`src/design/wsf_pkg.sv`:
```
`timescale 1ns / 1ps
// ----------------------------------------------------------------------------
// wsf_pkg
// Shared types, constants and the solve microprogram of the weighted 2D
// similarity fit.
// ----------------------------------------------------------------------------
package wsf_pkg;

  localparam int COORD_BITS = 16;
  localparam int WGT_BITS   = 8;
  localparam int FRAC_BITS  = 16;
  localparam int OUT_BITS   = 40;
  localparam int ADDR_BITS  = 4;
  localparam int RAM_DEPTH  = 16;
  localparam int PC_BITS    = 6;

  typedef enum logic [3:0] {
    OP_MUL,
    OP_ADD,
    OP_SUB,
    OP_SHL,
    OP_DIV,
    OP_TEST,
    OP_FIXA,
    OP_BR,
    OP_END
  } op_t;

  // scratch register addresses
  localparam logic [ADDR_BITS-1:0] R_W   = 4'd0;
  localparam logic [ADDR_BITS-1:0] R_SX  = 4'd1;
  localparam logic [ADDR_BITS-1:0] R_SY  = 4'd2;
  localparam logic [ADDR_BITS-1:0] R_TX  = 4'd3;
  localparam logic [ADDR_BITS-1:0] R_TY  = 4'd4;
  localparam logic [ADDR_BITS-1:0] R_Q   = 4'd5;
  localparam logic [ADDR_BITS-1:0] R_P   = 4'd6;
  localparam logic [ADDR_BITS-1:0] R_R   = 4'd7;
  localparam logic [ADDR_BITS-1:0] R_X2  = 4'd8;
  localparam logic [ADDR_BITS-1:0] R_D   = 4'd9;
  localparam logic [ADDR_BITS-1:0] R_C   = 4'd10;
  localparam logic [ADDR_BITS-1:0] R_DEN = 4'd11;
  localparam logic [ADDR_BITS-1:0] R_T0  = 4'd12;
  localparam logic [ADDR_BITS-1:0] R_T1  = 4'd13;

  // output slots for divide results
  localparam logic [ADDR_BITS-1:0] O_A  = 4'd0;
  localparam logic [ADDR_BITS-1:0] O_B  = 4'd1;
  localparam logic [ADDR_BITS-1:0] O_TX = 4'd2;
  localparam logic [ADDR_BITS-1:0] O_TY = 4'd3;

  localparam logic [2:0] LOAD_LAST = 3'd7;
  localparam logic [PC_BITS-1:0] DEG_PC = 6'd38;

  typedef struct packed {
    op_t                  op;
    logic [ADDR_BITS-1:0] dst;
    logic [ADDR_BITS-1:0] a;
    logic [ADDR_BITS-1:0] b;
  } instr_t;

  typedef struct packed {
    logic                 in_ready;
    logic                 load;
    logic [2:0]           load_idx;
    logic                 clear;
    logic                 exec;
    op_t                  op;
    logic [ADDR_BITS-1:0] dst;
    logic [ADDR_BITS-1:0] ra;
    logic [ADDR_BITS-1:0] rb;
    logic                 publish;
  } cmd_t;

  typedef struct packed {
    logic last_in;
    logic pipe_empty;
    logic out_free;
    logic done;
    logic degenerate;
  } stat_t;

  function automatic instr_t prog(input logic [PC_BITS-1:0] pc);
    instr_t i;
    unique case (pc)
      6'd0:  i = '{OP_MUL,  R_T0,  R_W,  R_Q};
      6'd1:  i = '{OP_MUL,  R_T1,  R_SX, R_SX};
      6'd2:  i = '{OP_SUB,  R_T0,  R_T0, R_T1};
      6'd3:  i = '{OP_MUL,  R_T1,  R_SY, R_SY};
      6'd4:  i = '{OP_SUB,  R_X2,  R_T0, R_T1};
      6'd5:  i = '{OP_MUL,  R_T0,  R_W,  R_P};
      6'd6:  i = '{OP_MUL,  R_T1,  R_SX, R_TX};
      6'd7:  i = '{OP_SUB,  R_T0,  R_T0, R_T1};
      6'd8:  i = '{OP_MUL,  R_T1,  R_SY, R_TY};
      6'd9:  i = '{OP_SUB,  R_D,   R_T0, R_T1};
      6'd10: i = '{OP_MUL,  R_T0,  R_W,  R_R};
      6'd11: i = '{OP_MUL,  R_T1,  R_SX, R_TY};
      6'd12: i = '{OP_SUB,  R_T0,  R_T0, R_T1};
      6'd13: i = '{OP_MUL,  R_T1,  R_SY, R_TX};
      6'd14: i = '{OP_ADD,  R_C,   R_T0, R_T1};
      6'd15: i = '{OP_TEST, R_T0,  R_X2, R_X2};
      6'd16: i = '{OP_BR,   R_T0,  R_T0, R_T0};
      6'd17: i = '{OP_SUB,  R_T0,  R_D,  R_X2};
      6'd18: i = '{OP_SHL,  R_T0,  R_T0, R_T0};
      6'd19: i = '{OP_DIV,  O_A,   R_T0, R_X2};
      6'd20: i = '{OP_SHL,  R_T0,  R_C,  R_C};
      6'd21: i = '{OP_DIV,  O_B,   R_T0, R_X2};
      6'd22: i = '{OP_MUL,  R_DEN, R_W,  R_X2};
      6'd23: i = '{OP_MUL,  R_T0,  R_TX, R_X2};
      6'd24: i = '{OP_MUL,  R_T1,  R_D,  R_SX};
      6'd25: i = '{OP_SUB,  R_T0,  R_T0, R_T1};
      6'd26: i = '{OP_MUL,  R_T1,  R_C,  R_SY};
      6'd27: i = '{OP_ADD,  R_T0,  R_T0, R_T1};
      6'd28: i = '{OP_SHL,  R_T0,  R_T0, R_T0};
      6'd29: i = '{OP_DIV,  O_TX,  R_T0, R_DEN};
      6'd30: i = '{OP_MUL,  R_T0,  R_TY, R_X2};
      6'd31: i = '{OP_MUL,  R_T1,  R_C,  R_SX};
      6'd32: i = '{OP_SUB,  R_T0,  R_T0, R_T1};
      6'd33: i = '{OP_MUL,  R_T1,  R_D,  R_SY};
      6'd34: i = '{OP_SUB,  R_T0,  R_T0, R_T1};
      6'd35: i = '{OP_SHL,  R_T0,  R_T0, R_T0};
      6'd36: i = '{OP_DIV,  O_TY,  R_T0, R_DEN};
      6'd38: i = '{OP_FIXA, R_T0,  R_T0, R_T0};
      6'd39: i = '{OP_SHL,  R_T0,  R_TX, R_TX};
      6'd40: i = '{OP_DIV,  O_TX,  R_T0, R_W};
      6'd41: i = '{OP_SHL,  R_T0,  R_TY, R_TY};
      6'd42: i = '{OP_DIV,  O_TY,  R_T0, R_W};
      default: i = '{OP_END, R_T0, R_T0, R_T0};
    endcase
    return i;
  endfunction

endpackage

```
`src/design/wsf_ctrl.sv`:
```
`timescale 1ns / 1ps
// ----------------------------------------------------------------------------
// wsf_ctrl
// Controller: item intake, drain, sum load and the solve microprogram.
// ----------------------------------------------------------------------------
module wsf_ctrl
  import wsf_pkg::*;
(
  input  logic  clk,
  input  logic  rst,
  input  stat_t stat,
  output cmd_t  cmd
);

  typedef enum logic [2:0] {
    S_ACCUM,
    S_DRAIN,
    S_LOAD,
    S_READ,
    S_EXEC,
    S_WAIT,
    S_OUT
  } state_t;

  state_t             state;
  logic [PC_BITS-1:0] pc;
  logic [2:0]         idx;
  instr_t             ins;

  assign ins = prog(pc);

  always_ff @(posedge clk) begin
    if (rst) begin
      state <= S_ACCUM;
      pc    <= '0;
      idx   <= '0;
    end else begin
      unique case (state)
        S_ACCUM: begin
          if (stat.last_in) state <= S_DRAIN;
        end
        S_DRAIN: begin
          if (stat.pipe_empty && stat.out_free) begin
            state <= S_LOAD;
            idx   <= '0;
          end
        end
        S_LOAD: begin
          idx <= idx + 3'd1;
          if (idx == LOAD_LAST) begin
            state <= S_READ;
            pc    <= '0;
          end
        end
        S_READ: begin
          unique case (ins.op)
            OP_BR:   pc <= stat.degenerate ? DEG_PC : pc + PC_BITS'(1);
            OP_END:  state <= S_OUT;
            default: state <= S_EXEC;
          endcase
        end
        S_EXEC: begin
          unique case (ins.op) inside
            OP_MUL, OP_DIV: state <= S_WAIT;
            default: begin
              pc    <= pc + PC_BITS'(1);
              state <= S_READ;
            end
          endcase
        end
        S_WAIT: begin
          if (stat.done) begin
            pc    <= pc + PC_BITS'(1);
            state <= S_READ;
          end
        end
        S_OUT: begin
          state <= S_ACCUM;
        end
        default: state <= S_ACCUM;
      endcase
    end
  end

  always_comb begin
    cmd.in_ready = state == S_ACCUM;
    cmd.load     = state == S_LOAD;
    cmd.load_idx = idx;
    cmd.clear    = (state == S_LOAD) && (idx == LOAD_LAST);
    cmd.exec     = state == S_EXEC;
    cmd.op       = ins.op;
    cmd.dst      = ins.dst;
    cmd.ra       = ins.a;
    cmd.rb       = ins.b;
    cmd.publish  = state == S_OUT;
  end

endmodule

```
`config.mk`:
```
export PLATFORM = sky130hd
export DESIGN_NAME = wsf_ctrl
export DESIGN_NICKNAME = d
export VERILOG_FILES = /design/src/design/wsf_pkg.sv /design/src/design/wsf_ctrl.sv
export SDC_FILE = /design/constraint.sdc
export NUM_CORES = 1
export LEC_CHECK = 0
export ABC_AREA = 0
export BUFFER_PORTS_ARGS = -buffer_cell sky130_fd_sc_hd__buf_2
export CORE_MARGIN = 2
export CORE_UTILIZATION = 27
export DETAILED_ROUTE_END_ITERATION = 12
export SKIP_LAST_GASP = 1
export SLEW_MARGIN = 20
export SYNTH_ARGS = -nofsm -noshare
export SYNTH_HDL_FRONTEND = slang
export SYNTH_SLANG_ARGS = --single-unit
```
`constraint.sdc`:
```
create_clock -name clk -period 3.1 [get_ports clk]
set_input_delay 0.31 -clock clk [delete_from_list [all_inputs] [get_ports clk]]
set_output_delay 0.31 -clock clk [all_outputs]
set_load 0.02 [all_outputs]
```
# Yosys cells after proc, flatten, opt, wreduce, memory -nomap -nowiden
# Memory sizes are Yosys's and may differ from the RTL's. A register that Yosys moved wholly into a read port is not among the register bits.
# Index checks and enable logic that the tools add are counted.
word_totals:
  mem_bits_ro: 1024
  word_cells: 50
  out_inout_bits: 24
  in_bits: 7
  mem_count: 1
  register_bits: 12
classes:
  n_mux: 17
  n_reduce_logical: 10
  eq_ne: 17
  add_sub_neg: 2
mem_list:
  columns: ["name", "words", "word_bits", "rd", "rd_clocked_by_memory_dff", "wr", "line_no", "text"]
  rows:
  - ["(name not given)", 64, 16, 1, 1, 0, "wsf_pkg.sv:84", "unique case (pc)"]
op_table:
  columns: ["operator", "count"]
  rows:
  - ["$mux W6", 7]
  - ["$pmux W6 S4", 1]
  - ["$mux W3", 6]
  - ["$pmux W3 S6", 1]
  - ["$eq A3 B3 Y1 const B", 4]
  - ["$ne A2 B2 Y1 const B", 6]
  - ["$pmux W3 S2", 2]
  - ["$reduce_and A5 Y1", 2]
  - ["$eq A4 B3 Y1 const B", 2]
  - ["$add A6 B1 Y6 const B", 1]
  - ["$eq A3 B2 Y1 const B", 2]
  - ["$eq A4 B4 Y1 const B", 1]
  - ["$logic_not A4 Y1", 1]
  - ["$reduce_bool A4 Y1", 1]
  - ["$add A3 B1 Y3 const B", 1]
  - ["$eq A3 B1 Y1 const B", 1]
  - ["$logic_not A3 Y1", 1]
  - ["$logic_and A1 B1 Y1", 2]
  - ["$ne A2 B1 Y1 const B", 1]
  - ["$reduce_and A2 Y1", 1]
  - ["$reduce_bool A2 Y1", 1]
  - ["$reduce_or A2 Y1", 1]

# Logic depth before layout (Yosys ltp)
depth:
  depth_word: 6
  mapped_depth: 13
  mapped_depth_nobuf: 13

# Least setup slack after synthesis
# No wires, ideal clock.
synth_timing:
  path_type: "register to register"
  startpoint: "reg state[1]"
  endpoint: "reg ins[3] (netlist name)"
  slack_ns: -0.110
  setup_time_ns: 0.117
  n_path_buf: 1
  synth_period_minus_slack_ns: 3.210
  required_ns: 2.983
  stages_incl_launch_ff: 13
  arrival_time_ns: 3.093
  cell_sequence: "dfxtp_1 buf_4 nor3b_1 nand2_1 and3_1 mux2i_1 nor2_1 inv_1 ha_1 mux2_2 mux2i_1 nor2_1 o22a_1"
synth_rtl:
  columns: ["item", "line_no", "text"]
  rows:
  - ["start, declared", "wsf_ctrl.sv:25", "state_t state;"]
  - ["start signal, assigned", "wsf_ctrl.sv:34", "state <= S_ACCUM;"]
  - ["start signal, assigned", "wsf_ctrl.sv:40", "if (stat.last_in) state <= S_DRAIN;"]
  - ["start signal, assigned", "wsf_ctrl.sv:44", "state <= S_LOAD;"]

# Final worst setup path
layout_timing:
  startpoint: "reg state[2]"
  endpoint: "reg ins[6] (netlist name)"
layout_between:
  elab_chain_cells: 5
  word_cells_on_any_way: 13
  classes_between: "eq/ne: 8; mux: 3; reduce/logical: 2"
layout_lines:
  columns: ["item", "line_no", "text"]
  rows:
  - ["$eq A3 B2 Y1 / $eq A3 B3 Y1 (equally long branches)", "wsf_ctrl.sv:38", "unique case (state)"]
  - ["$ne A2 B2 Y1 (no source line) (tied with other cells)", null, null]
  - ["$reduce_and A5 Y1 (no source line)", null, null]
  - ["$mux W6 (no source line) * (2 in a row)", null, null]
# Mark *: on every way between the ends. The rest lies on a longest branch, timed or not.
# A chain may end at the register's enable or synchronous reset.

==> impl_metrics.toml <==
[status]
run_status = "finished clean"

[clock_tree]
cts_num_sinks = 28
cts_buffer_count = 3
clock-root-buffer = "sky130_fd_sc_hd__clkbuf_8"
clk-insertion-delay-late_ns = 0.29
postCtsSetupRepairBufs = 0
cts_hold_buffers = 0
cts_tree = "built"
cts_htree_levels = 1
cts_buffer_depth = 2
clk_pin_slew_ns = 0.11

[final_layout]
layout.cells.most_common = "sky130_fd_sc_hd__a21oi_1"
nFillCells = 870
antennaDiodeCount = 0
final_nets = 346
layout.cells.most_common_list = "sky130_fd_sc_hd__a21oi_1, sky130_fd_sc_hd__buf_2, sky130_fd_sc_hd__nand2_1, sky130_fd_sc_hd__dfxtp_1, sky130_fd_sc_hd__nor2_1"
layoutNonFillerInstCount = 432
area_growth_syn_to_fin_pct = 17.9
layout-drive-gt1-share_pct = 23.2

[route]
post_route_drc_violation_count = 0
totalWireLength_um = 6550
route.vias.total = 2417
route.antenna.remaining_nets = 0
first_pass_iters = 4
route.detailed.vias_per_inst = 5.59
avgRoutedWirePerCell_um = 15.2
initialDrtViolationCount = 123

[logic_synthesis]
synth_seq_area_share_pct = 25.1
synth-seq-cells = 28
synth_top_cells_by_area = "sky130_fd_sc_hd__dfxtp_1, sky130_fd_sc_hd__a21oi_1, sky130_fd_sc_hd__ha_1"
yosys_warnings = 0
syn_inst = 292
synth_top_area_share_pct = 25.1
number_of_synthesized_flops_with_an_enable_pin = 0
synth.cell_area_um2 = 2230
synthArstFlopShare_pct = 0
synth_largest_area_cell = "sky130_fd_sc_hd__dfxtp_1"
synth_cell_type_count = 65
synth_flop_cell = "sky130_fd_sc_hd__dfxtp_1"
synth_nets = 310
syn_area_per_cell_um2 = 7.64

[worst_setup_path]
critical_path_class = "flip-flop to flip-flop"
timing.critical_path.required_ns = 3.28
regToRegSetupSlack_ns = 0.21
critical_path.slowest_cell = "sky130_fd_sc_hd__or3b_4"
timing.critical_path.fanout_max = 14
worst_setup_path_start_kind = "flip-flop"
sort_of_element_at_the_end_of_the_critical_path = "flip-flop"
timing.critical_path.arrival_ns = 3.08
critPathMaxStageDelay_ns = 0.42
timing.critical_path.cells = "or3b_4 -> o32a_1 -> and3_1 -> mux2i_1 -> nor2_1 -> buf_4 -> ha_1 -> nor2_1 -> nor4_1 -> nor3_1 -> o32a_1"

[power_and_ir_drop]
power_per_cell_area_nw_per_um2 = 325
power.share.sequential_pct = 46.7
internal_power_of_the_cells_w = 0.000578
static-leakage-power_nw = 1.08
p_clk_share_pct = 28.1
switching_power_w = 0.000278
power_switching_share_pct = 32.5
max-vdd-ir-drop_v = 0.000195
share_comb_of_total_power_pct = 25.2

[grt]
grt.overflow.total = 0
grt_start_max_net_pins = 24
grt_pass1_wl_um = 10800
antenna_found_initial = 0
vias_in_the_first_global_route = 2190
groute.usage.overall_pct = 14.9

[timing]
grt_setup_unrepaired = "false"
tightest_slew_ns = 0.469
timing.final.crit_period_ns = 2.89
final.setup.tns_ns = 0
slew_viol_final = 0
setup-violations-final = 0
achievable-frequency_mhz = 346
skew_ns = 0.00835
final_cycle_share_pct = 93.4
timing.final.hold_violations = 0
slew_headroom_pct = 68.3

[die]
die-area_um2 = 9000
initial_core_util_pct = 27.6
die_w_um = 94.9
io-pin-count = 31
placement_rows = 33
die_h_um = 94.9
design.core.area_um2 = 8090

[place]
dp_hpwl_um = 4780
gp_routability_congestion = 0.943
port_buffers = 30
place_inst = 428

[flow_run]
drv.max_cap_violation_count = 0

[min_path]
hp-class = "input port to flip-flop"
[sequential cells by signal (all words and copies together) (netlist names)]
signal,count
idx,3
pc,6
state,3
ins,16
[cell families after synthesis]
family | synth area share [%]
xor+xnor | 1.18
simple gates | 22.0
flops | 25.1
buf+inv | 7.58
compound gates | 32.3
fa+ha+maj | 6.17
mux | 5.61
[Yosys cell counts (all sizes together) (4+ instances only)]
library cell and instances:
ha 11, buf 11, a22oi 6, mux2i 8, clkbuf 9, mux2 4, nand2 29, nor2 25
nor3 9, a31oi 9, nand3 11, o21ai 21, dfxtp 28, o22ai 4, a21oi 31, and3 4
inv 16
[power by group through the flow]
stage | logic (W) | clock network (W) | registers, W
final | 0.000216 | 0.000241 | 0.000399
after global routing | 0.000235 | 0.000264 | 0.000402
after CTS | 0.000214 | 0.000251 | 0.000399
after detailed placement | 0.000213 | 0 | 0.000407
after global placement | 0.000214 | 0 | 0.000406
after floorplan | 0.000133 | 0 | 0.000423
[cell type report]
cell class | count | area [um2] | area share (%)
clock buffers | 4 | 55.1 | 2.09
repair buffers | 51 | 308 | 11.7
inverters | 17 | 65.1 | 2.48
flip-flops and latches | 28 | 562 | 21.4
multi-input cells | 227 | 1510 | 57.4
well taps | 105 | 131 | 5.00
[routing by layer]
metal	wire, um	track usage [%]	vias up
li1	-	-	1155
met1	2900	20.8	1112
met2	2890	22.9	135
met3	622	2.95	15
met4	142	4.59	0
met5	0	0	-
[path summary, 6_finish.rpt]
path / startpoint / endpoint / depth (start not counted)
worst max-delay path: state[2]$_SDFFE_PP0P_ / ins[6]$_DFF_P_ / 11
worst min-delay path: rst / pc[1]$_SDFFE_PP0N_ / 2
worst max register to register: state[2]$_SDFFE_PP0P_ / ins[6]$_DFF_P_ / 11
worst min register to register: idx[0]$_SDFFE_PP0P_ / idx[0]$_SDFFE_PP0P_ / 1
[critical path: cells and delay by family (launching register included)]
kind,cells,cell delay (ns)
simple gates,6,1.34
compound gates,2,0.45
flops,1,0.41
fa+ha+maj,1,0.31
buf+inv,1,0.15
mux,1,0.14
[per-stage QoR]
stage	total power, W	hold slack [ns]	worst slack (ns)	utilization (%)	area (um2)
after global placement	0.000620	0.502	0.187	31.8	2570
final	0.000856	0.382	0.206	32.5	2630
after detailed placement	0.000620	0.513	0.181	31.8	2570
after global routing	0.000901	0.371	0.00511	32.5	2630
after CTS	0.000865	0.369	0.164	32.4	2630
after floorplan	0.000556	0.595	0.162	-	2230
[what timing repair did]
action / in CTS / in global routing
endpoints found under the setup margin: 0 / 9
hold endpoints to repair: 0 / 0
resized for setup: 0 / 2
No activity file was read; power rests on OpenSTA's default activity.
